==> src/rtl/lcf_pkg.sv <==
// Shared types, constants and result builders for the LED color fade controller.
package lcf_pkg;

    localparam int unsigned ByteW = 8;
    localparam int unsigned LineLen = 6;
    localparam int unsigned PosW = 3;
    localparam int unsigned BitCntW = 3;

    localparam logic [ByteW-1:0] CHAR_CR = 8'h0D;
    localparam logic [ByteW-1:0] CHAR_LF = 8'h0A;
    localparam logic [ByteW-1:0] FADE_STEPS_RST = 8'd100;
    localparam logic [ByteW-1:0] FULL_ON = 8'hFF;

    // Configuration register indexes
    localparam logic REG_FADE_STEPS = 1'b0;
    localparam logic REG_SERIAL_EN = 1'b1;

    localparam logic ACT_TICK = 1'b0;
    localparam logic ACT_RX = 1'b1;
    localparam logic KIND_FRAME = 1'b0;
    localparam logic KIND_ECHO = 1'b1;

    typedef struct packed {
        logic             action;
        logic [ByteW-1:0] rx_byte;
        logic             switch_a_pressed;
        logic             switch_b_pressed;
        logic             switch_c_pressed;
    } t_in;

    typedef struct packed {
        logic             kind;
        logic [ByteW-1:0] echo_byte;
        logic [ByteW-1:0] red;
        logic [ByteW-1:0] green;
        logic [ByteW-1:0] blue;
        logic             fading;
        logic             last;
    } t_out;

    typedef struct packed {
        logic [ByteW-1:0] red;
        logic [ByteW-1:0] green;
        logic [ByteW-1:0] blue;
    } t_rgb;

    function automatic t_out make_frame(t_rgb c, logic fading);
        t_out o;
        o.kind      = KIND_FRAME;
        o.echo_byte = '0;
        o.red       = c.red;
        o.green     = c.green;
        o.blue      = c.blue;
        o.fading    = fading;
        o.last      = 1'b1;
        return o;
    endfunction

    function automatic t_out make_echo(logic [ByteW-1:0] b, logic last);
        t_out o;
        o.kind      = KIND_ECHO;
        o.echo_byte = b;
        o.red       = '0;
        o.green     = '0;
        o.blue      = '0;
        o.fading    = 1'b0;
        o.last      = last;
        return o;
    endfunction

endpackage

==> src/rtl/led_color_fade_controller.sv <==
// LED color fade controller: fades one RGB color toward switch or serial targets.
//
// Input channel (i_in_valid / o_in_ready, payload i_in): each request is either a tick
// carrying the three switch levels or a received serial byte. Output channel
// (o_out_valid / i_out_ready, payload o_out) returns a color frame per tick and one echo
// per serial byte, two (CR then LF) for a carriage return; last marks the final one.
// Serial bytes are dropped without a result while serial_enabled is 0.
// Configuration: i_cfg_we writes i_cfg_wdata into register i_cfg_idx (0 fade_steps,
// 1 serial_enabled) in the same cycle; write only while the block is idle.
// Sequence: a tick while a fade is in progress is accepted, then S_DIV runs the three
// bit-serial dividers side by side (one quotient bit each cycle), then S_FRAME loads the
// output register once it is free. A tick with no steps left, and any echoed serial
// byte, appear in the output register in the cycle after acceptance; the LF of a
// carriage return follows in the cycle after the CR is taken.
// One request is worked on at a time; the next is accepted once the block is idle and
// the output register is empty or being drained. A stalled receiver holds the result
// in the output register and blocks further requests.
// Reset: color black, goal white with 100 steps left, line store empty, serial off.
module led_color_fade_controller (
    input  logic                          i_clk,
    input  logic                          i_rst_n,
    input  logic                          i_in_valid,
    output logic                          o_in_ready,
    input  lcf_pkg::t_in                  i_in,
    output logic                          o_out_valid,
    input  logic                          i_out_ready,
    output lcf_pkg::t_out                 o_out,
    input  logic                          i_cfg_we,
    input  logic                          i_cfg_idx,
    input  logic [lcf_pkg::ByteW-1:0]     i_cfg_wdata
);
    import lcf_pkg::*;

    typedef enum logic [1:0] {S_IDLE, S_DIV, S_FRAME, S_LF} t_state;

    t_state              r_state;
    logic                r_out_valid;
    t_out                r_out;
    logic [ByteW-1:0]    r_fade_steps;
    logic                r_serial_en;
    t_rgb                r_now;
    t_rgb                r_goal;
    logic [ByteW-1:0]    r_remaining;
    logic [2:0]          r_held;
    logic [BitCntW-1:0]  r_bit_cnt;
    logic                r_fading;

    logic                w_in_acc;
    logic                w_out_free;
    logic                w_tick;
    logic                w_rx;
    logic                w_cr;
    logic [2:0]          w_levels;
    logic [2:0]          w_rise;
    t_rgb                n_goal;
    logic [ByteW-1:0]    n_remaining;
    t_rgb                w_next;
    t_rgb                w_line_goal;
    logic                w_start;
    logic                w_step;

    assign w_out_free = !r_out_valid || i_out_ready;
    assign o_in_ready = (r_state == S_IDLE) && w_out_free;
    assign w_in_acc   = i_in_valid && o_in_ready;
    assign w_tick     = w_in_acc && (i_in.action == ACT_TICK);
    assign w_rx       = w_in_acc && (i_in.action == ACT_RX) && r_serial_en;
    assign w_cr       = w_rx && (i_in.rx_byte == CHAR_CR);

    assign w_levels = {i_in.switch_c_pressed, i_in.switch_b_pressed, i_in.switch_a_pressed};
    assign w_rise   = w_levels & ~r_held;

    // Later switch in A, B, C order wins
    always_comb begin
        n_goal      = r_goal;
        n_remaining = r_remaining;
        if (w_rise[0]) begin
            n_goal = '{red: '0, green: FULL_ON, blue: FULL_ON};
        end
        if (w_rise[1]) begin
            n_goal = '{red: FULL_ON, green: FULL_ON, blue: FULL_ON};
        end
        if (w_rise[2]) begin
            n_goal = '{red: '0, green: '0, blue: '0};
        end
        if (|w_rise) begin
            n_remaining = r_fade_steps;
        end
    end

    assign w_start = w_tick && (n_remaining != '0);
    assign w_step  = (r_state == S_DIV);

    lcf_channel u_red (
        .i_clk   (i_clk),
        .i_start (w_start),
        .i_step  (w_step),
        .i_cur   (r_now.red),
        .i_goal  (n_goal.red),
        .i_steps (n_remaining),
        .o_next  (w_next.red)
    );

    lcf_channel u_green (
        .i_clk   (i_clk),
        .i_start (w_start),
        .i_step  (w_step),
        .i_cur   (r_now.green),
        .i_goal  (n_goal.green),
        .i_steps (n_remaining),
        .o_next  (w_next.green)
    );

    lcf_channel u_blue (
        .i_clk   (i_clk),
        .i_start (w_start),
        .i_step  (w_step),
        .i_cur   (r_now.blue),
        .i_goal  (n_goal.blue),
        .i_steps (n_remaining),
        .o_next  (w_next.blue)
    );

    lcf_line u_line (
        .i_clk   (i_clk),
        .i_rst_n (i_rst_n),
        .i_wr    (w_rx && !w_cr),
        .i_clr   (w_cr),
        .i_char  (i_in.rx_byte),
        .o_goal  (w_line_goal)
    );

    always_ff @(posedge i_clk) begin
        if (!i_rst_n) begin
            r_state      <= S_IDLE;
            r_out_valid  <= 1'b0;
            r_fade_steps <= FADE_STEPS_RST;
            r_serial_en  <= 1'b0;
            r_now        <= '0;
            r_goal       <= '{red: FULL_ON, green: FULL_ON, blue: FULL_ON};
            r_remaining  <= FADE_STEPS_RST;
            r_held       <= '0;
            r_bit_cnt    <= '0;
            r_fading     <= 1'b0;
        end else begin
            if (i_cfg_we) begin
                unique case (i_cfg_idx)
                    REG_FADE_STEPS: r_fade_steps <= i_cfg_wdata;
                    REG_SERIAL_EN:  r_serial_en  <= i_cfg_wdata[0];
                    default:        r_serial_en  <= r_serial_en;
                endcase
            end
            if (r_out_valid && i_out_ready) begin
                r_out_valid <= 1'b0;
            end
            unique case (r_state)
                S_IDLE: begin
                    if (w_tick) begin
                        r_held      <= w_levels;
                        r_goal      <= n_goal;
                        r_remaining <= n_remaining;
                        if (n_remaining != '0) begin
                            r_fading  <= 1'b1;
                            r_bit_cnt <= '0;
                            r_state   <= S_DIV;
                        end else begin
                            r_out       <= make_frame(r_now, 1'b0);
                            r_out_valid <= 1'b1;
                        end
                    end else if (w_rx) begin
                        r_out       <= make_echo(i_in.rx_byte, !w_cr);
                        r_out_valid <= 1'b1;
                        if (w_cr) begin
                            r_goal      <= w_line_goal;
                            r_remaining <= r_fade_steps;
                            r_state     <= S_LF;
                        end
                    end
                end
                S_DIV: begin
                    r_bit_cnt <= r_bit_cnt + 1'b1;
                    if (r_bit_cnt == '1) begin
                        r_state <= S_FRAME;
                    end
                end
                S_FRAME: begin
                    if (w_out_free) begin
                        r_now       <= w_next;
                        r_remaining <= r_remaining - 1'b1;
                        r_out       <= make_frame(w_next, r_fading);
                        r_out_valid <= 1'b1;
                        r_state     <= S_IDLE;
                    end
                end
                S_LF: begin
                    if (w_out_free) begin
                        r_out       <= make_echo(CHAR_LF, 1'b1);
                        r_out_valid <= 1'b1;
                        r_state     <= S_IDLE;
                    end
                end
                default: r_state <= S_IDLE;
            endcase
        end
    end

    assign o_out_valid = r_out_valid;
    assign o_out       = r_out;

    // Never divide by a zero step count
    a_div_nonzero: assert property (@(posedge i_clk) disable iff (!i_rst_n)
        (r_state == S_DIV) |-> (r_remaining != '0))
        else $error("divide running with no steps left");

    // A carriage return always schedules the line feed
    a_cr_then_lf: assert property (@(posedge i_clk) disable iff (!i_rst_n)
        w_cr |=> (r_state == S_LF) && o_out_valid && !o_out.last)
        else $error("carriage return did not queue line feed");

    // Color frames are always the final result of their tick
    a_frame_last: assert property (@(posedge i_clk) disable iff (!i_rst_n)
        (o_out_valid && o_out.kind == KIND_FRAME) |-> o_out.last)
        else $error("color frame without last");

endmodule

==> src/rtl/lcf_channel.sv <==
// One color channel: bit-serial restoring divide of the distance, then step toward the goal.
module lcf_channel (
    input  logic                     i_clk,
    input  logic                     i_start,
    input  logic                     i_step,
    input  logic [lcf_pkg::ByteW-1:0] i_cur,
    input  logic [lcf_pkg::ByteW-1:0] i_goal,
    input  logic [lcf_pkg::ByteW-1:0] i_steps,
    output logic [lcf_pkg::ByteW-1:0] o_next
);
    import lcf_pkg::*;

    logic             r_down;
    logic [ByteW-1:0] r_cur;
    logic [ByteW-1:0] r_div;
    logic [ByteW-1:0] r_quo;
    logic [ByteW-1:0] r_rem;
    logic [ByteW:0]   w_trial;
    logic [ByteW:0]   w_diff;
    logic             w_ge;

    assign w_trial = {r_rem, r_quo[ByteW-1]};
    assign w_ge    = w_trial >= {1'b0, r_div};
    assign w_diff  = w_trial - {1'b0, r_div};

    // Dividend shifts out the top while quotient bits shift in below
    always_ff @(posedge i_clk) begin
        if (i_start) begin
            r_down <= i_cur > i_goal;
            r_quo  <= (i_cur > i_goal) ? i_cur - i_goal : i_goal - i_cur;
            r_rem  <= '0;
            r_div  <= i_steps;
            r_cur  <= i_cur;
        end else if (i_step) begin
            r_rem <= w_ge ? w_diff[ByteW-1:0] : w_trial[ByteW-1:0];
            r_quo <= {r_quo[ByteW-2:0], w_ge};
        end
    end

    assign o_next = r_down ? r_cur - r_quo : r_cur + r_quo;

endmodule

==> src/rtl/lcf_line.sv <==
// Serial line store: keeps the hex nibbles of the first six characters of a line.
module lcf_line (
    input  logic                      i_clk,
    input  logic                      i_rst_n,
    input  logic                      i_wr,
    input  logic                      i_clr,
    input  logic [lcf_pkg::ByteW-1:0] i_char,
    output lcf_pkg::t_rgb             o_goal
);
    import lcf_pkg::*;

    logic [3:0]      r_nib [LineLen];
    logic [PosW-1:0] r_pos;

    function automatic logic [3:0] nibble_of(logic [ByteW-1:0] c);
        logic [ByteW-1:0] lc;
        lc = c | 8'h20;
        if (c >= "0" && c <= "9") return c[3:0];
        if (lc >= "a" && lc <= "f") return 4'(lc - "a" + 8'd10);
        return 4'd0;
    endfunction

    // Store decoded nibbles; non-hex and unreceived characters read as zero
    always_ff @(posedge i_clk) begin
        if (!i_rst_n || i_clr) begin
            r_pos <= '0;
            for (int k = 0; k < LineLen; k++) begin
                r_nib[k] <= '0;
            end
        end else if (i_wr && r_pos < PosW'(LineLen)) begin
            r_nib[r_pos] <= nibble_of(i_char);
            r_pos        <= r_pos + 1'b1;
        end
    end

    assign o_goal.red   = {r_nib[0], r_nib[1]};
    assign o_goal.green = {r_nib[2], r_nib[3]};
    assign o_goal.blue  = {r_nib[4], r_nib[5]};

endmodule
==> config.mk <==
export PLATFORM = sky130hd
export DESIGN_NAME = led_color_fade_controller
export DESIGN_NICKNAME = d
export VERILOG_FILES = /design/src/rtl/lcf_pkg.sv /design/src/rtl/led_color_fade_controller.sv /design/src/rtl/lcf_channel.sv /design/src/rtl/lcf_line.sv
export SDC_FILE = /design/constraint.sdc
export NUM_CORES = 1
export LEC_CHECK = 0
export BUFFER_PORTS_ARGS = -buffer_cell sky130_fd_sc_hd__buf_4
export CAP_MARGIN = 30
export CORE_ASPECT_RATIO = 0.8
export CORE_MARGIN = 3
export CORE_UTILIZATION = 30
export DETAILED_ROUTE_END_ITERATION = 7
export GPL_TIMING_DRIVEN = 0
export PLACE_DENSITY = 0.49
export SYNTH_ARGS = -nofsm -noshare
export SYNTH_HDL_FRONTEND = slang
export SYNTH_SLANG_ARGS = --single-unit
==> constraint.sdc <==
create_clock -name i_clk -period 5.9 [get_ports i_clk]
set_clock_uncertainty 0.05 [all_clocks]
set_input_delay 1.18 -clock i_clk [delete_from_list [all_inputs] [get_ports i_clk]]
set_output_delay 1.18 -clock i_clk [all_outputs]
set_load 0.01 [all_outputs]
==> reports/qor.yml <==
status:
  status: "finished clean"
clock_tree:
  clk_path_buf_depth: 3
  clock_sinks: 220
  hold_buffers: 0
  clkTransAtPathRegs_ns: 0.06
  numCtsBuffers: 26
  cts_tree: "done"
  cts_resized: 0
  insertion_delay_ns: 0.56
  cts.htree.levels: 1
  post_cts_buffers: 0
  cts-root-buf: "clkbuf_16"
timing:
  worstMarginPinSlew_ns: 0.996
  period_share_pct: 73.9
  drv_slew: 0
  fin_setup_tns_ns: 0
  max_freq_mhz: 229
  worst_slew_margin_rel_pct: 33.6
  fin_crit_ns: 4.36
  rsz0062_at_grt: "false"
  finalSetupViolations: 0
  hold_viol: 0
worst_setup_path:
  crit_slowest_cell: "o21ai_0"
  required_ns: 6.12
  cp_max_fo: 10
  crit_chain: "buf_4 -> nand2b_1 -> buf_4 -> nand2_1 -> clkbuf_1 -> o21ai_0 -> inv_1 -> fa_1 -> nand3b_1 -> a21oi_1 -> o21ai_4 -> mux2i_1 -> a221oi_1 -> xor2_1 -> o21ai_1"
  critPathArrivalTime_ns: 4.58
  crit_type: "in2reg"
  path_buf_inv: 4
  slowest_delay_ns: 0.50
  path_delay_family: "compound AO/OA/AOI/OAI gates"
  cp-start-kind: "input pin"
  crit_top_cell: "buf_4"
  cp-end-kind: "flip-flop"
drt:
  drtAntennaViolNets: 0
  vias: 10953
  first_pass_iters: 5
  wire_per_inst_um: 18.3
  drt-initial-drc-count: 960
  wirelength_um: 40200
  wl_met3_um: 2520
  highest_layer: "met4"
  drc: 0
  viasPerCell: 4.98
  wl_met1_um: 20300
  wl_met2_um: 16800
placed_design:
  placed_area_um2: 14800
  io_buffers: 61
  place.gp.congestion: 0.858
  dp_hpwl_um: 30100
layout:
  area_growth_syn_to_layout_pct: 16.3
  final_net_count: 1726
  most-common-layout-cells: "nand2_1 (258), o21ai_0 (128), edfxtp_1 (118), inv_1 (106), ha_1 (104)"
  final_common_cell: "nand2_1"
  num_antenna_cells: 0
  finalInstanceArea_um2: 15700
  post_route_cells_drive_above_1_share_pct: 10.7
global_route:
  antenna_found_initial: 1
  grt_pass1_vias: 10537
  grt_pass1_wl_um: 63000
  gr-total-overflow: 0
  grt_max_degree: 45
  grt_use_total_pct: 16.9
yosys:
  ys_ff_latch: 220
  yosysSeqAreaShare_pct: 41.4
  synth_ff_type: "edfxtp_1"
  synth-async-reset-ratio_pct: 0
  ys_types: 79
  syn_inst: 1490
  synth_edf_count: 118
  postSynthAreaPerCell_um2: 9.06
  synth_fp_nets: 1632
  syn_area_um2: 13500
  yosysWarningCount: 0
floorplanning:
  core_um2: 43800
  die_w_um: 243
  die_area_um2: 47600
  start_util_pct: 30.8
  io_pins: 63
  rows: 68
  die_h_um: 196
run:
  max-cap-violations: 0
pwr:
  power_w: 0.00579
  peakVddDrop_mv: 0.188
  leakage_nw: 6.39
  p_per_area_nw_per_um2: 369
hold_path:
  hold_path.class: "reg2reg"
## Yosys cell counts (4+ instances only)
library cell / count / share of area [%]
o21a_1: 7 / 0.39
nand4_1: 8 / 0.37
a31oi_1: 18 / 0.83
xnor2_1: 55 / 3.6
and3_1: 8 / 0.37
mux2_2: 9 / 0.75
nand2_1: 258 / 7.2
nand3b_1: 7 / 0.39
a21boi_0: 26 / 1.4
and2_1: 11 / 0.51
o211a_1: 8 / 0.59
nand3_1: 45 / 1.7
buf_4: 6 / 0.33
buf_6: 5 / 0.42
clkbuf_1: 43 / 1.2
a311oi_1: 5 / 0.32
a21oi_1: 80 / 3.0
a21o_1: 11 / 0.61
o21ai_0: 128 / 4.7
edfxtp_1: 118 / 26
fa_1: 12 / 1.8
o2bb2a_1: 4 / 0.30
buf_1: 4 / 0.11
o22ai_1: 7 / 0.32
ha_1: 104 / 9.6
dfxtp_1: 102 / 15
nor2b_1: 26 / 1.2
a22o_1: 12 / 0.78
o21ai_1: 9 / 0.33
a31o_2: 5 / 0.32
xor2_1: 18 / 1.2
inv_1: 106 / 2.9
nor2_1: 75 / 2.1
nand2b_1: 25 / 1.2
nor3_1: 17 / 0.63
mux2i_1: 30 / 2.2
buf_2: 8 / 0.30
## kinds of logic after synthesis
| logic type | synth area share (%) |
|---|---|
| AND/OR/NAND/NOR | 17.3 |
| AO/OA/AOI/OAI | 16.6 |
| flip-flops | 41.4 |
| buffers and inverters | 5.40 |
| adder cells (fa/ha/maj) | 11.4 |
| XOR/XNOR | 4.74 |
| multiplexers | 3.09 |
## report_power, final
group | internal, W | switching [W] | total, W
Sequential | 0.00186 | 0.000173 | 0.00203
Combinational | 0.000874 | 0.00118 | 0.00205
Clock | 0.00103 | 0.000686 | 0.00171
## layout make-up
cell class | count | area, um^2
Tap cell | 595 | 744
Buffer | 66 | 318
Timing Repair Buffer | 66 | 547
Clock buffer | 32 | 703
Clock inverter | 16 | 204
Inverter | 109 | 412
Fill cell | 4523 | 28100
Sequential cell | 220 | 5590
Multi-Input combinational cell | 1095 | 7190
## metal layers
metal,GRT usage (%),vias up
li1,-,5383
met1,25.4,5244
met2,25.2,294
met3,3.16,32
met4,3.12,0
met5,0,-
## sequential cells by signal (all words and copies together), names as in the netlist, 2 cells and up
register and flops:
o_out 35, r_bit_cnt 3, r_fade_steps 8, r_goal 24, r_held 3, r_now 24
r_remaining 8, r_state 2, u_blue.r_cur 8, u_blue.r_div 8, u_blue.r_quo 8, u_blue.r_rem 8
u_green.r_cur 8, u_green.r_quo 8, u_green.r_rem 8, u_line.r_nib 24, u_line.r_pos 3, u_red.r_cur 8
u_red.r_quo 8, u_red.r_rem 8
## final timing paths
kind | startpoint | depth (start not counted) | slack (ns) | endpoint
worst min-delay path | r_fading | 1 | 0.41 | r_fading
worst min register to register | r_fading | 1 | 0.41 | r_fading
worst max-delay path | i_in[2] | 15 | 1.54 | u_blue.r_quo[5]
worst max register to register | r_held[0] | 14 | 1.94 | u_blue.r_quo[5]
## stage by stage
stage	hold WS [ns]	std cells	worst slack (ns)	util (%)
floorplan	0.382	1490	1.80	-
global placement	0.389	2146	0.849	33.6
detailed placement	0.396	2150	1.01	33.7
CTS	0.412	2198	1.59	35.8
global route	0.421	2199	1.28	35.8
finish	0.410	2199	1.54	35.8
Note: power is estimated with default switching activity, not from simulation.
